**src/rtl/core/exdes_pkg.sv**
```systemverilog
package exdes_pkg;

   // Configuration port geometry.
   localparam int unsigned CFG_INDEX_WIDTH = 2;
   localparam int unsigned CFG_DATA_WIDTH  = 32;

   // Register indexes on the configuration port.
   typedef enum logic [CFG_INDEX_WIDTH-1:0] {
      CFG_HEAP_OFFSET   = 2'd0,
      CFG_SECTOR_SHIFT  = 2'd1,
      CFG_CLUSTER_SHIFT = 2'd2,
      CFG_DEEP_SCAN     = 2'd3
   } cfg_index_type;

   // Report codes carried in the action field.
   typedef enum logic [1:0] {
      ACTION_DELETED_FILE = 2'd0,
      ACTION_VISIT_DIR    = 2'd1,
      ACTION_END_OF_DIR   = 2'd2
   } action_type;

   // Directory entry type codes.
   localparam logic [7:0] ENTRY_TYPE_END   = 8'h00;
   localparam logic [6:0] TYPE_FILE        = 7'h05;
   localparam logic [6:0] TYPE_STREAM      = 7'h40;
   localparam logic [6:0] TYPE_NAME        = 7'h41;
   localparam int unsigned IN_USE_BIT      = 7;
   localparam int unsigned ATTR_DIR_BIT    = 4;
   localparam logic [31:0] MIN_DATA_CLUSTER = 32'd2;

   // Width of the sum of the sector and cluster shifts.
   localparam int unsigned SHIFT_SUM_WIDTH = 6;

   // Configuration register file contents.
   typedef struct packed {
      logic [31:0] heap_offset_sectors;
      logic [3:0]  sector_shift;
      logic [4:0]  cluster_shift;
      logic        deep_scan;
   } cfg_type;

   // One incoming directory entry with its framing flags.
   typedef struct packed {
      logic [63:0] entry_bytes_0_7;
      logic [63:0] entry_bytes_8_15;
      logic [63:0] entry_bytes_16_23;
      logic [63:0] entry_bytes_24_31;
      logic        last_in_cluster;
      logic        directory_start;
   } entry_type;

   // Closed entry set or end of directory, handed from front to back.
   typedef struct packed {
      logic [1:0]  action;
      logic [31:0] first_cluster;
      logic [63:0] data_length;
      logic [31:0] create_stamp;
      logic [31:0] modify_stamp;
   } set_report_type;

   // Complete result item.
   typedef struct packed {
      logic [1:0]  action;
      logic [31:0] first_cluster;
      logic [63:0] data_length;
      logic [31:0] create_stamp;
      logic [31:0] modify_stamp;
      logic [63:0] volume_offset;
      logic [63:0] run_start;
      logic [63:0] run_clusters;
      logic        has_location;
      logic        good_confidence;
      logic        has_timestamps;
   } result_type;

   // Scan state of the front end.
   typedef enum logic [1:0] {
      FRONT_SCAN   = 2'd0,
      FRONT_IN_SET = 2'd1,
      FRONT_ENDED  = 2'd2
   } front_state_type;

endpackage

```
**src/rtl/core/exdes_req_if.sv**
```systemverilog
interface exdes_req_if;
   logic        valid;
   logic        ready;
   logic [63:0] entry_bytes_0_7;
   logic [63:0] entry_bytes_8_15;
   logic [63:0] entry_bytes_16_23;
   logic [63:0] entry_bytes_24_31;
   logic        last_in_cluster;
   logic        directory_start;

   modport source (
      output valid, entry_bytes_0_7, entry_bytes_8_15, entry_bytes_16_23,
             entry_bytes_24_31, last_in_cluster, directory_start,
      input  ready
   );

   modport sink (
      input  valid, entry_bytes_0_7, entry_bytes_8_15, entry_bytes_16_23,
             entry_bytes_24_31, last_in_cluster, directory_start,
      output ready
   );
endinterface

```
**src/rtl/core/exdes_rsp_if.sv**
```systemverilog
interface exdes_rsp_if;
   logic        valid;
   logic        ready;
   logic [1:0]  action;
   logic [31:0] first_cluster;
   logic [63:0] data_length;
   logic [31:0] create_stamp;
   logic [31:0] modify_stamp;
   logic [63:0] volume_offset;
   logic [63:0] run_start;
   logic [63:0] run_clusters;
   logic        has_location;
   logic        good_confidence;
   logic        has_timestamps;

   modport source (
      output valid, action, first_cluster, data_length, create_stamp, modify_stamp,
             volume_offset, run_start, run_clusters, has_location, good_confidence,
             has_timestamps,
      input  ready
   );

   modport sink (
      input  valid, action, first_cluster, data_length, create_stamp, modify_stamp,
             volume_offset, run_start, run_clusters, has_location, good_confidence,
             has_timestamps,
      output ready
   );
endinterface

```
**src/rtl/core/exdes_front.sv**
```systemverilog
module exdes_front (
   input  logic                      clock,
   input  logic                      reset,
   input  logic                      in_valid,
   output logic                      in_ready,
   input  exdes_pkg::entry_type      in_entry,
   input  logic                      deep_scan,
   input  logic                      queue_full,
   output logic                      push,
   output exdes_pkg::set_report_type push_report
);
   import exdes_pkg::*;

   front_state_type state_ff, state_in;
   logic [7:0]      secondaries_left_ff, secondaries_left_in;
   logic            set_in_use_ff, set_in_use_in;
   logic            set_is_dir_ff, set_is_dir_in;
   logic [31:0]     held_create_ff, held_create_in;
   logic [31:0]     held_modify_ff, held_modify_in;
   logic [31:0]     held_cluster_ff, held_cluster_in;
   logic [63:0]     held_length_ff, held_length_in;
   logic            name_seen_ff, name_seen_in;

   logic            accept;
   front_state_type eff_state;
   logic [7:0]      entry_type_code;
   logic [6:0]      masked_type;
   logic [7:0]      entry_count;
   logic [7:0]      left_dec;
   logic            last;
   logic            set_done;
   logic            primary_done;
   logic [31:0]     cluster_upd;
   logic [63:0]     length_upd;
   logic            name_upd;
   logic            loc;

   // An entry may always produce a report, so take it only with queue room.
   assign in_ready = !queue_full;
   assign accept   = in_valid && in_ready;

   // Field extraction from the entry.
   assign entry_type_code = in_entry.entry_bytes_0_7[7:0];
   assign masked_type     = entry_type_code[6:0];
   assign entry_count     = in_entry.entry_bytes_0_7[15:8];
   assign last            = in_entry.last_in_cluster;

   // A new directory drops any open set and the end marker.
   assign eff_state = in_entry.directory_start ? FRONT_SCAN : state_ff;

   // Secondary bookkeeping and updated set contents.
   always_comb begin
      left_dec     = (secondaries_left_ff != 8'd0) ? secondaries_left_ff - 8'd1 : 8'd0;
      set_done     = (left_dec == 8'd0) || last;
      primary_done = (entry_count == 8'd0) || last;
      cluster_upd  = (masked_type == TYPE_STREAM) ? in_entry.entry_bytes_16_23[63:32]
                                                  : held_cluster_ff;
      length_upd   = (masked_type == TYPE_STREAM) ? in_entry.entry_bytes_24_31
                                                  : held_length_ff;
      name_upd     = name_seen_ff ||
                     ((masked_type == TYPE_NAME) && (in_entry.entry_bytes_0_7[31:16] != 16'd0));
      loc          = cluster_upd >= MIN_DATA_CLUSTER;
   end

   // Next scan state.
   always_comb begin
      state_in = state_ff;
      if (accept) begin
         case (eff_state)
            FRONT_SCAN: begin
               if (entry_type_code == ENTRY_TYPE_END) begin
                  state_in = FRONT_ENDED;
               end else if (masked_type == TYPE_FILE) begin
                  state_in = primary_done ? FRONT_SCAN : FRONT_IN_SET;
               end else begin
                  state_in = FRONT_SCAN;
               end
            end
            FRONT_IN_SET: begin
               state_in = set_done ? FRONT_SCAN : FRONT_IN_SET;
            end
            FRONT_ENDED: begin
               state_in = FRONT_ENDED;
            end
            default: begin
               state_in = FRONT_SCAN;
            end
         endcase
      end
   end

   // Held set contents and the report pushed into the queue.
   always_comb begin
      secondaries_left_in = secondaries_left_ff;
      set_in_use_in       = set_in_use_ff;
      set_is_dir_in       = set_is_dir_ff;
      held_create_in      = held_create_ff;
      held_modify_in      = held_modify_ff;
      held_cluster_in     = held_cluster_ff;
      held_length_in      = held_length_ff;
      name_seen_in        = name_seen_ff;
      push                = 1'b0;
      push_report         = '0;
      if (accept) begin
         case (eff_state)
            FRONT_SCAN: begin
               if (entry_type_code == ENTRY_TYPE_END) begin
                  push               = 1'b1;
                  push_report.action = ACTION_END_OF_DIR;
               end else if (masked_type == TYPE_FILE) begin
                  // A set closed at its primary never has a report.
                  secondaries_left_in = primary_done ? 8'd0 : entry_count;
                  set_in_use_in       = entry_type_code[IN_USE_BIT];
                  set_is_dir_in       = in_entry.entry_bytes_0_7[32 + ATTR_DIR_BIT];
                  held_create_in      = in_entry.entry_bytes_8_15[31:0];
                  held_modify_in      = in_entry.entry_bytes_8_15[63:32];
                  held_cluster_in     = 32'd0;
                  held_length_in      = 64'd0;
                  name_seen_in        = 1'b0;
               end
            end
            FRONT_IN_SET: begin
               secondaries_left_in = set_done ? 8'd0 : left_dec;
               held_cluster_in     = cluster_upd;
               held_length_in      = length_upd;
               name_seen_in        = name_upd;
               push_report.first_cluster = cluster_upd;
               push_report.data_length   = length_upd;
               push_report.create_stamp  = held_create_ff;
               push_report.modify_stamp  = held_modify_ff;
               if (set_done) begin
                  if (!set_in_use_ff && !set_is_dir_ff && name_upd) begin
                     push               = 1'b1;
                     push_report.action = ACTION_DELETED_FILE;
                  end else if (set_is_dir_ff && loc && (set_in_use_ff || deep_scan)) begin
                     push               = 1'b1;
                     push_report.action = ACTION_VISIT_DIR;
                  end
               end
            end
            FRONT_ENDED: begin
               push = 1'b0;
            end
            default: begin
               push = 1'b0;
            end
         endcase
      end
   end

   // Scan state and held set registers.
   always_ff @(posedge clock) begin
      if (reset) begin
         state_ff            <= FRONT_SCAN;
         secondaries_left_ff <= 8'd0;
         set_in_use_ff       <= 1'b0;
         set_is_dir_ff       <= 1'b0;
         held_create_ff      <= 32'd0;
         held_modify_ff      <= 32'd0;
         held_cluster_ff     <= 32'd0;
         held_length_ff      <= 64'd0;
         name_seen_ff        <= 1'b0;
      end else begin
         state_ff            <= state_in;
         secondaries_left_ff <= secondaries_left_in;
         set_in_use_ff       <= set_in_use_in;
         set_is_dir_ff       <= set_is_dir_in;
         held_create_ff      <= held_create_in;
         held_modify_ff      <= held_modify_in;
         held_cluster_ff     <= held_cluster_in;
         held_length_ff      <= held_length_in;
         name_seen_ff        <= name_seen_in;
      end
   end

endmodule

```
**src/rtl/core/exdes_queue.sv**
```systemverilog
module exdes_queue #(
   parameter int unsigned DEPTH = 4
) (
   input  logic                      clock,
   input  logic                      reset,
   input  logic                      push,
   input  exdes_pkg::set_report_type push_data,
   output logic                      full,
   input  logic                      pop,
   output logic                      pop_valid,
   output exdes_pkg::set_report_type pop_data
);
   import exdes_pkg::*;

   localparam int unsigned PTR_WIDTH = (DEPTH > 1) ? $clog2(DEPTH) : 1;
   localparam int unsigned CNT_WIDTH = $clog2(DEPTH + 1);

   set_report_type         entries_ff [DEPTH];
   logic [PTR_WIDTH-1:0]   wr_ptr_ff, wr_ptr_in;
   logic [PTR_WIDTH-1:0]   rd_ptr_ff, rd_ptr_in;
   logic [CNT_WIDTH-1:0]   count_ff, count_in;
   logic                   do_push;
   logic                   do_pop;

   assign full      = (count_ff == CNT_WIDTH'(DEPTH));
   assign pop_valid = (count_ff != '0);
   assign pop_data  = entries_ff[rd_ptr_ff];
   assign do_push   = push && !full;
   assign do_pop    = pop && pop_valid;

   // Pointer and fill count update.
   always_comb begin
      wr_ptr_in = wr_ptr_ff;
      rd_ptr_in = rd_ptr_ff;
      count_in  = count_ff;
      if (do_push) begin
         wr_ptr_in = (wr_ptr_ff == PTR_WIDTH'(DEPTH - 1)) ? '0 : wr_ptr_ff + 1'b1;
      end
      if (do_pop) begin
         rd_ptr_in = (rd_ptr_ff == PTR_WIDTH'(DEPTH - 1)) ? '0 : rd_ptr_ff + 1'b1;
      end
      case ({do_push, do_pop})
         2'b10:   count_in = count_ff + 1'b1;
         2'b01:   count_in = count_ff - 1'b1;
         default: count_in = count_ff;
      endcase
   end

   // Control registers.
   always_ff @(posedge clock) begin
      if (reset) begin
         wr_ptr_ff <= '0;
         rd_ptr_ff <= '0;
         count_ff  <= '0;
      end else begin
         wr_ptr_ff <= wr_ptr_in;
         rd_ptr_ff <= rd_ptr_in;
         count_ff  <= count_in;
      end
   end

   // Storage, written at the tail.
   always_ff @(posedge clock) begin
      if (do_push) begin
         entries_ff[wr_ptr_ff] <= push_data;
      end
   end

endmodule

```
**src/rtl/core/exdes_back.sv**
```systemverilog
module exdes_back (
   input  logic                      clock,
   input  logic                      reset,
   input  exdes_pkg::cfg_type        cfg,
   input  logic                      q_valid,
   input  exdes_pkg::set_report_type q_data,
   output logic                      q_pop,
   output logic                      out_valid,
   input  logic                      out_ready,
   output exdes_pkg::result_type     out_item
);
   import exdes_pkg::*;

   logic                       s1_valid_ff, s1_valid_in;
   set_report_type             s1_report_ff;
   logic                       s1_loc_ff, s1_loc_in;
   logic [63:0]                s1_sum_ff, s1_sum_in;
   logic [63:0]                s1_runs_ff, s1_runs_in;
   logic                       out_valid_ff, out_valid_in;
   result_type                 out_item_ff, out_item_in;

   logic                       advance;
   logic [SHIFT_SUM_WIDTH-1:0] total_shift;
   logic [63:0]                rel;
   logic [63:0]                low_mask;
   logic [63:0]                voff;

   // The whole back end moves when the output register is free or drained.
   assign advance     = !out_valid_ff || out_ready;
   assign q_pop       = q_valid && advance;
   assign total_shift = SHIFT_SUM_WIDTH'(cfg.sector_shift) + SHIFT_SUM_WIDTH'(cfg.cluster_shift);

   // First stage: cluster to sector offset and cluster count of the data.
   always_comb begin
      s1_loc_in   = q_data.first_cluster >= MIN_DATA_CLUSTER;
      rel         = {32'd0, q_data.first_cluster - MIN_DATA_CLUSTER} << cfg.cluster_shift;
      s1_sum_in   = {32'd0, cfg.heap_offset_sectors} + rel;
      low_mask    = ~({64{1'b1}} << total_shift);
      if (q_data.data_length == 64'd0) begin
         s1_runs_in = 64'd1;
      end else begin
         s1_runs_in = (q_data.data_length >> total_shift) +
                      {63'd0, |(q_data.data_length & low_mask)};
      end
      s1_valid_in = q_valid;
   end

   // Second stage: byte offset, run start and the flags.
   always_comb begin
      voff                        = s1_loc_ff ? (s1_sum_ff << cfg.sector_shift) : 64'd0;
      out_item_in.action          = s1_report_ff.action;
      out_item_in.first_cluster   = s1_report_ff.first_cluster;
      out_item_in.data_length     = s1_report_ff.data_length;
      out_item_in.create_stamp    = s1_report_ff.create_stamp;
      out_item_in.modify_stamp    = s1_report_ff.modify_stamp;
      out_item_in.volume_offset   = voff;
      out_item_in.run_start       = voff >> total_shift;
      out_item_in.run_clusters    = s1_loc_ff ? s1_runs_ff : 64'd0;
      out_item_in.has_location    = s1_loc_ff;
      out_item_in.good_confidence = s1_loc_ff && (s1_report_ff.data_length != 64'd0);
      out_item_in.has_timestamps  = s1_report_ff.modify_stamp != 32'd0;
      out_valid_in                = s1_valid_ff;
   end

   // Valid bits of both stages.
   always_ff @(posedge clock) begin
      if (reset) begin
         s1_valid_ff  <= 1'b0;
         out_valid_ff <= 1'b0;
      end else if (advance) begin
         s1_valid_ff  <= s1_valid_in;
         out_valid_ff <= out_valid_in;
      end
   end

   // Payload of both stages.
   always_ff @(posedge clock) begin
      if (advance) begin
         s1_report_ff <= q_data;
         s1_loc_ff    <= s1_loc_in;
         s1_sum_ff    <= s1_sum_in;
         s1_runs_ff   <= s1_runs_in;
         out_item_ff  <= out_item_in;
      end
   end

   assign out_valid = out_valid_ff;
   assign out_item  = out_item_ff;

endmodule

```
**src/rtl/core/exfat_dir_entry_set_parser_unit.sv**
```systemverilog
// Takes one 32-byte directory entry per cycle; the input stalls only when the report queue is full.
// A report passes through a queue write, an offset stage and the output register before it
// appears, and a stall on the result side holds the back end.
// Sustained rate is one entry per cycle while the queue has room, set by the front end scan logic.
// Reset is synchronous and active high; it empties the queue and pipeline, clears the scan state
// and returns the registers to heap offset 0, sector shift 9, cluster shift 0 and no deep scan.
module exfat_dir_entry_set_parser_unit #(
   parameter int unsigned QUEUE_DEPTH = 4
) (
   input  logic                                   clock,
   input  logic                                   reset,
   exdes_req_if.sink                              req_chan,
   exdes_rsp_if.source                            rsp_chan,
   input  logic                                   csr_wr_en,
   input  logic [exdes_pkg::CFG_INDEX_WIDTH-1:0]  csr_index,
   input  logic [exdes_pkg::CFG_DATA_WIDTH-1:0]   csr_wdata
);
   import exdes_pkg::*;

   cfg_type        cfg_ff, cfg_in;
   entry_type      entry;
   logic           queue_full;
   logic           push;
   set_report_type push_report;
   logic           q_valid;
   logic           q_pop;
   set_report_type q_data;
   logic           out_valid;
   result_type     out_item;

   // Register writes from the configuration port.
   always_comb begin
      cfg_in = cfg_ff;
      if (csr_wr_en) begin
         case (cfg_index_type'(csr_index))
            CFG_HEAP_OFFSET:   cfg_in.heap_offset_sectors = csr_wdata[31:0];
            CFG_SECTOR_SHIFT:  cfg_in.sector_shift        = csr_wdata[3:0];
            CFG_CLUSTER_SHIFT: cfg_in.cluster_shift       = csr_wdata[4:0];
            CFG_DEEP_SCAN:     cfg_in.deep_scan           = csr_wdata[0];
            default:           cfg_in = cfg_ff;
         endcase
      end
   end

   always_ff @(posedge clock) begin
      if (reset) begin
         cfg_ff.heap_offset_sectors <= 32'd0;
         cfg_ff.sector_shift        <= 4'd9;
         cfg_ff.cluster_shift       <= 5'd0;
         cfg_ff.deep_scan           <= 1'b0;
      end else begin
         cfg_ff <= cfg_in;
      end
   end

   // Gather the incoming transaction payload.
   always_comb begin
      entry.entry_bytes_0_7   = req_chan.entry_bytes_0_7;
      entry.entry_bytes_8_15  = req_chan.entry_bytes_8_15;
      entry.entry_bytes_16_23 = req_chan.entry_bytes_16_23;
      entry.entry_bytes_24_31 = req_chan.entry_bytes_24_31;
      entry.last_in_cluster   = req_chan.last_in_cluster;
      entry.directory_start   = req_chan.directory_start;
   end

   exdes_front u_front (
      .clock       (clock),
      .reset       (reset),
      .in_valid    (req_chan.valid),
      .in_ready    (req_chan.ready),
      .in_entry    (entry),
      .deep_scan   (cfg_ff.deep_scan),
      .queue_full  (queue_full),
      .push        (push),
      .push_report (push_report)
   );

   exdes_queue #(
      .DEPTH (QUEUE_DEPTH)
   ) u_queue (
      .clock     (clock),
      .reset     (reset),
      .push      (push),
      .push_data (push_report),
      .full      (queue_full),
      .pop       (q_pop),
      .pop_valid (q_valid),
      .pop_data  (q_data)
   );

   exdes_back u_back (
      .clock     (clock),
      .reset     (reset),
      .cfg       (cfg_ff),
      .q_valid   (q_valid),
      .q_data    (q_data),
      .q_pop     (q_pop),
      .out_valid (out_valid),
      .out_ready (rsp_chan.ready),
      .out_item  (out_item)
   );

   // Drive the result transaction.
   always_comb begin
      rsp_chan.valid           = out_valid;
      rsp_chan.action          = out_item.action;
      rsp_chan.first_cluster   = out_item.first_cluster;
      rsp_chan.data_length     = out_item.data_length;
      rsp_chan.create_stamp    = out_item.create_stamp;
      rsp_chan.modify_stamp    = out_item.modify_stamp;
      rsp_chan.volume_offset   = out_item.volume_offset;
      rsp_chan.run_start       = out_item.run_start;
      rsp_chan.run_clusters    = out_item.run_clusters;
      rsp_chan.has_location    = out_item.has_location;
      rsp_chan.good_confidence = out_item.good_confidence;
      rsp_chan.has_timestamps  = out_item.has_timestamps;
   end

endmodule
```
**src/flat_wrapper.sv**
```systemverilog
// flat-port wrapper written by rule: the top's interface ports become plain ports
module exfat_dir_entry_set_parser_unit_flat import exdes_pkg::*;
#(
   parameter int unsigned QUEUE_DEPTH = 4
)
  (clock, reset, csr_wr_en, csr_index, csr_wdata, req_chan_valid, req_chan_entry_bytes_0_7, req_chan_entry_bytes_8_15, req_chan_entry_bytes_16_23, req_chan_entry_bytes_24_31, req_chan_last_in_cluster, req_chan_directory_start, req_chan_ready, rsp_chan_valid, rsp_chan_action, rsp_chan_first_cluster, rsp_chan_data_length, rsp_chan_create_stamp, rsp_chan_modify_stamp, rsp_chan_volume_offset, rsp_chan_run_start, rsp_chan_run_clusters, rsp_chan_has_location, rsp_chan_good_confidence, rsp_chan_has_timestamps, rsp_chan_ready);
  exdes_req_if req_chan_i ();
  exdes_rsp_if rsp_chan_i ();
  input  logic clock;
  input  logic reset;
  input  logic csr_wr_en;
  input  logic [exdes_pkg::CFG_INDEX_WIDTH-1:0] csr_index;
  input  logic [exdes_pkg::CFG_DATA_WIDTH-1:0] csr_wdata;
  input wire logic [$bits(req_chan_i.valid)-1:0] req_chan_valid;
  input wire logic [$bits(req_chan_i.entry_bytes_0_7)-1:0] req_chan_entry_bytes_0_7;
  input wire logic [$bits(req_chan_i.entry_bytes_8_15)-1:0] req_chan_entry_bytes_8_15;
  input wire logic [$bits(req_chan_i.entry_bytes_16_23)-1:0] req_chan_entry_bytes_16_23;
  input wire logic [$bits(req_chan_i.entry_bytes_24_31)-1:0] req_chan_entry_bytes_24_31;
  input wire logic [$bits(req_chan_i.last_in_cluster)-1:0] req_chan_last_in_cluster;
  input wire logic [$bits(req_chan_i.directory_start)-1:0] req_chan_directory_start;
  output wire logic [$bits(req_chan_i.ready)-1:0] req_chan_ready;
  output wire logic [$bits(rsp_chan_i.valid)-1:0] rsp_chan_valid;
  output wire logic [$bits(rsp_chan_i.action)-1:0] rsp_chan_action;
  output wire logic [$bits(rsp_chan_i.first_cluster)-1:0] rsp_chan_first_cluster;
  output wire logic [$bits(rsp_chan_i.data_length)-1:0] rsp_chan_data_length;
  output wire logic [$bits(rsp_chan_i.create_stamp)-1:0] rsp_chan_create_stamp;
  output wire logic [$bits(rsp_chan_i.modify_stamp)-1:0] rsp_chan_modify_stamp;
  output wire logic [$bits(rsp_chan_i.volume_offset)-1:0] rsp_chan_volume_offset;
  output wire logic [$bits(rsp_chan_i.run_start)-1:0] rsp_chan_run_start;
  output wire logic [$bits(rsp_chan_i.run_clusters)-1:0] rsp_chan_run_clusters;
  output wire logic [$bits(rsp_chan_i.has_location)-1:0] rsp_chan_has_location;
  output wire logic [$bits(rsp_chan_i.good_confidence)-1:0] rsp_chan_good_confidence;
  output wire logic [$bits(rsp_chan_i.has_timestamps)-1:0] rsp_chan_has_timestamps;
  input wire logic [$bits(rsp_chan_i.ready)-1:0] rsp_chan_ready;
  assign req_chan_i.valid = req_chan_valid;
  assign req_chan_i.entry_bytes_0_7 = req_chan_entry_bytes_0_7;
  assign req_chan_i.entry_bytes_8_15 = req_chan_entry_bytes_8_15;
  assign req_chan_i.entry_bytes_16_23 = req_chan_entry_bytes_16_23;
  assign req_chan_i.entry_bytes_24_31 = req_chan_entry_bytes_24_31;
  assign req_chan_i.last_in_cluster = req_chan_last_in_cluster;
  assign req_chan_i.directory_start = req_chan_directory_start;
  assign req_chan_ready = req_chan_i.ready;
  assign rsp_chan_valid = rsp_chan_i.valid;
  assign rsp_chan_action = rsp_chan_i.action;
  assign rsp_chan_first_cluster = rsp_chan_i.first_cluster;
  assign rsp_chan_data_length = rsp_chan_i.data_length;
  assign rsp_chan_create_stamp = rsp_chan_i.create_stamp;
  assign rsp_chan_modify_stamp = rsp_chan_i.modify_stamp;
  assign rsp_chan_volume_offset = rsp_chan_i.volume_offset;
  assign rsp_chan_run_start = rsp_chan_i.run_start;
  assign rsp_chan_run_clusters = rsp_chan_i.run_clusters;
  assign rsp_chan_has_location = rsp_chan_i.has_location;
  assign rsp_chan_good_confidence = rsp_chan_i.good_confidence;
  assign rsp_chan_has_timestamps = rsp_chan_i.has_timestamps;
  assign rsp_chan_i.ready = rsp_chan_ready;
  exfat_dir_entry_set_parser_unit #(.QUEUE_DEPTH(QUEUE_DEPTH)) u_core (.clock(clock), .reset(reset), .req_chan(req_chan_i), .rsp_chan(rsp_chan_i), .csr_wr_en(csr_wr_en), .csr_index(csr_index), .csr_wdata(csr_wdata));
endmodule
```
**config.mk**
```make
export PLATFORM = sky130hd
export DESIGN_NAME = exfat_dir_entry_set_parser_unit_flat
export DESIGN_NICKNAME = d
export VERILOG_FILES = /design/src/rtl/core/exdes_pkg.sv /design/src/rtl/core/exdes_req_if.sv /design/src/rtl/core/exdes_rsp_if.sv /design/src/rtl/core/exdes_front.sv /design/src/rtl/core/exdes_queue.sv /design/src/rtl/core/exdes_back.sv /design/src/rtl/core/exfat_dir_entry_set_parser_unit.sv /design/src/flat_wrapper.sv
export SDC_FILE = /design/constraint.sdc
export NUM_CORES = 2
export LEC_CHECK = 0
export BUFFER_PORTS_ARGS = -buffer_cell sky130_fd_sc_hd__buf_2
export CAP_MARGIN = 20
export CORE_MARGIN = 2
export CORE_UTILIZATION = 33
export DETAILED_ROUTE_END_ITERATION = 12
export GPL_TIMING_DRIVEN = 0
export RECOVER_POWER = 50
export SYNTH_ARGS = -nofsm -noshare
export SYNTH_HDL_FRONTEND = slang
export SYNTH_SLANG_ARGS = --single-unit
```
**constraint.sdc**
```tcl
create_clock -name clock -period 31.2 [get_ports clock]
set_input_delay 6.24 -clock clock [delete_from_list [all_inputs] [get_ports clock]]
set_output_delay 6.24 -clock clock [all_outputs]
set_load 0.03 [all_outputs]
```
==> impl_metrics.tcl <==
set metrics [dict create \
    netlist.top_cell.by_area "edfxtp_1" \
    postCtsHoldBufs 0 \
    synthMuxAreaShare 0.155 \
    fin_util 0.387 \
    slew_headroom -3.34 \
    fmax_mhz 58.3 \
    dieArea_mm2 0.224 \
    gr-total-overflow 0 \
    hpwl_um 196000 \
    area_growth_pct 16.9 \
    worst-path-stages 6 \
    worstMarginPinSlew_ns 6.50 \
    drc 0 \
    cts_setup_buffers 0 \
    clk_path_buf_depth 3 \
    dp.cells 9111 \
    synth_xor_area_frac 0.0149 \
    critPathArrivalTime_ns 17.62 \
    routed-via-count 52557 \
    yosysMostFrequentCell "edfxtp_1" \
    netlist_area_mm2 0.0725 \
    drtIter0Drc 6156 \
    finalNonFillerCells 9424 \
    seq_area_frac_synth 0.599 \
    ios 656 \
    cts-resized-gates 0 \
    hold_viol 0 \
    port_buffers 591 \
    crit_family "buffers and inverters" \
    yosys.area_share.simple 0.114 \
    crit_buf_inv 5 \
    netlist_instances 5623 \
    core-area_mm2 0.219 \
    finalCritPeriodShare 0.550 \
    fin_nets 6750 \
    fill_cells 21015 \
    viasPerCell 5.58 \
    min_period_ns 17.15 \
    crit_path_cell_trace "clkbuf_1, nor2b_1, clkinvlp_2, clkbuf_1, clkbuf_1, buf_16" \
    start_util 0.331 \
    antenna_found_initial 44 \
    synth_seq_cells 1522 \
    grt_max_degree 129 \
    die_w_um 473 \
    wl_um 256000 \
    cts_tree "yes" \
    drv_cap 7 \
    ff2ff_path_depth 5 \
    skew_ns 0.0891 \
    cpPeakStageDelay_ns 4.84 \
    drive_gt1_frac 0.168 \
    status "finished, violations left" \
    setup_viol 0 \
    worst_ir_drop_vdd_mv 0.0572 \
    required_ns 31.68 \
    cp-start-kind "input port" \
    critPathSlowestCell "clkbuf_1" \
    finalSetupTns_ns 0 \
    gp_congestion 0.993 \
    die_h_um 473 \
    insertion_delay_ns 0.85 \
    avgSynthCellArea_um2 12.9 \
    cp_max_fo 128 \
    synth_ff_type "edfxtp_1" \
    rows 172 \
    grt_pass1_wl_um 363000 \
    leakage_uw 0.0294 \
    powerDensity_mw_per_mm2 96.5 \
    synth.distinct_cells 96 \
    synthTopCellsByCount "edfxtp_1, nand2_1, nor2_1" \
    synthArstFlopShare 0 \
    htreeDepth 4 \
    cts-root-buf "clkbuf_16" \
    grt_use_total 0.222 \
    firstDrtPassIters 8 \
    clk_pin_slew_ns 0.06 \
    ant_nets 0 \
    synth-edff-count 1296 \
    wire_per_inst_um 27.2 \
    slew_viol_final 543 \
    path_class "input port to register" \
    ys_warn_count 0 \
    syn_nets 5969 \
    hold_path.class "register to register" \
    cts_sinks 1522 \
    synth.area.top_cells "edfxtp_1, mux4_2, dfxtp_1, mux2i_1, nand2_1" \
    cts_made_buffers 161 \
    violations "max-capacitance violations, max-slew violations" \
    synth-compound-area-share 0.0826 \
    cpMostUsedCell "clkbuf_1" \
    synth_top_family_by_area "multiplexers" \
    min_path_cells 0 \
    end_kind "register" \
    grt_pass1_vias 50496 \
    synth_top_cell_area_share 0.537 \
    rsz0062_at_grt "false" \
    finalPower_uw 8190 \
    synthAdderAreaFrac 0.00890 \
]
==> layout by cell type (no fill, tap or decap), types with 92 or more instances in the layout <==
cell type and count:
clkbuf_16 164, nor4_1 95, clkbuf_1 584, edfxtp_1 1296, a21oi_1 397, nor2_1 456, mux2i_1 302, inv_1 92
mux2_2 101, buf_2 362, mux4_2 310, dfxtp_1 226, nand2_1 665, o21ai_0 171
==> routing by layer <==
layer	share of wire	global-route usage	vias to the layer above	routed length (um)
met1	0.41	0.299	26263	106000
met3	0.087	0.0481	510	22400
met2	0.45	0.347	2699	116000
met4	0.045	0.0941	22	11500
li1	-	-	23063	-
met5	0.00055	0	-	141
==> path summary, 6_finish.rpt <==
| check | start | endpoint | slack [ns] |
|---|---|---|---|
| setup / recovery | rsp_chan_ready | u_core.u_back.out_item[175]$_DFFE_PN_ | 14.05 |
| hold / removal | u_core.u_back.out_item_in[236]$_DFFE_PN_ | u_core.u_back.out_item[236]$_DFFE_PN_ | 0.41 |
| setup reg to reg | u_core.u_back.out_valid$_SDFFE_PP0N_ | u_core.u_back.out_item[175]$_DFFE_PN_ | 19.21 |
| hold reg to reg | u_core.u_back.out_item_in[236]$_DFFE_PN_ | u_core.u_back.out_item[236]$_DFFE_PN_ | 0.41 |
==> power breakdown <==
group / total, uW / switching (uW) / internal [uW]
Combinational: 3230 / 2200 / 1030
Clock: 2020 / 854 / 1160
Sequential: 2940 / 224 / 2720
==> flip-flops by register name, indices dropped and copies added (netlist names), 3 cells and up, named ones only <==
register / count
u_core.u_queue.entries_ff: 648
u_core.u_back.out_item: 357
u_core.u_back.out_item_in: 162
u_core.u_back.s1_runs_ff: 64
u_core.u_back.s1_sum_ff: 64
u_core.u_front.held_length_ff: 64
u_core.cfg_ff: 42
u_core.u_front.held_cluster_ff: 32
u_core.u_front.held_create_ff: 32
u_core.u_front.held_modify_ff: 32
u_core.u_front.secondaries_left_ff: 8
u_core.u_queue.count_ff: 3
==> per-stage QoR <==
step	area, um2	setup WS [ns]	hold slack, ns
2_1_floorplan	72500	11.38	0.400
3_3_place_gp	79100	5.19	0.405
4_1_cts	85300	20.72	0.415
3_5_place_dp	79600	19.79	0.405
5_1_grt	84800	13.05	0.423
6_report	84800	14.05	0.415
==> cell families after synthesis <==
group                    count (synthesis)
AO/OA/AOI/OAI                          969
XOR/XNOR                               123
adder cells (fa/ha/maj)                 50
buffers and inverters                  473
flip-flops                            1522
multiplexers                           719
AND/OR/NAND/NOR                       1767
==> area by class of cell <==
class                      count  area [um2]  area share
sequential                  1522       43400       0.512
multi-input combinational   3628       27200       0.321
clock buffer                 201        4320      0.0510
tap                         2871        3590      0.0424
timing repair buffer         618        3080      0.0363
buffer                       374        1440      0.0169
clock inverter               100        1340      0.0158
inverter                      99         373     0.00440
antenna                       11        27.5    0.000325
Note: power is estimated with default switching activity, not from simulation.
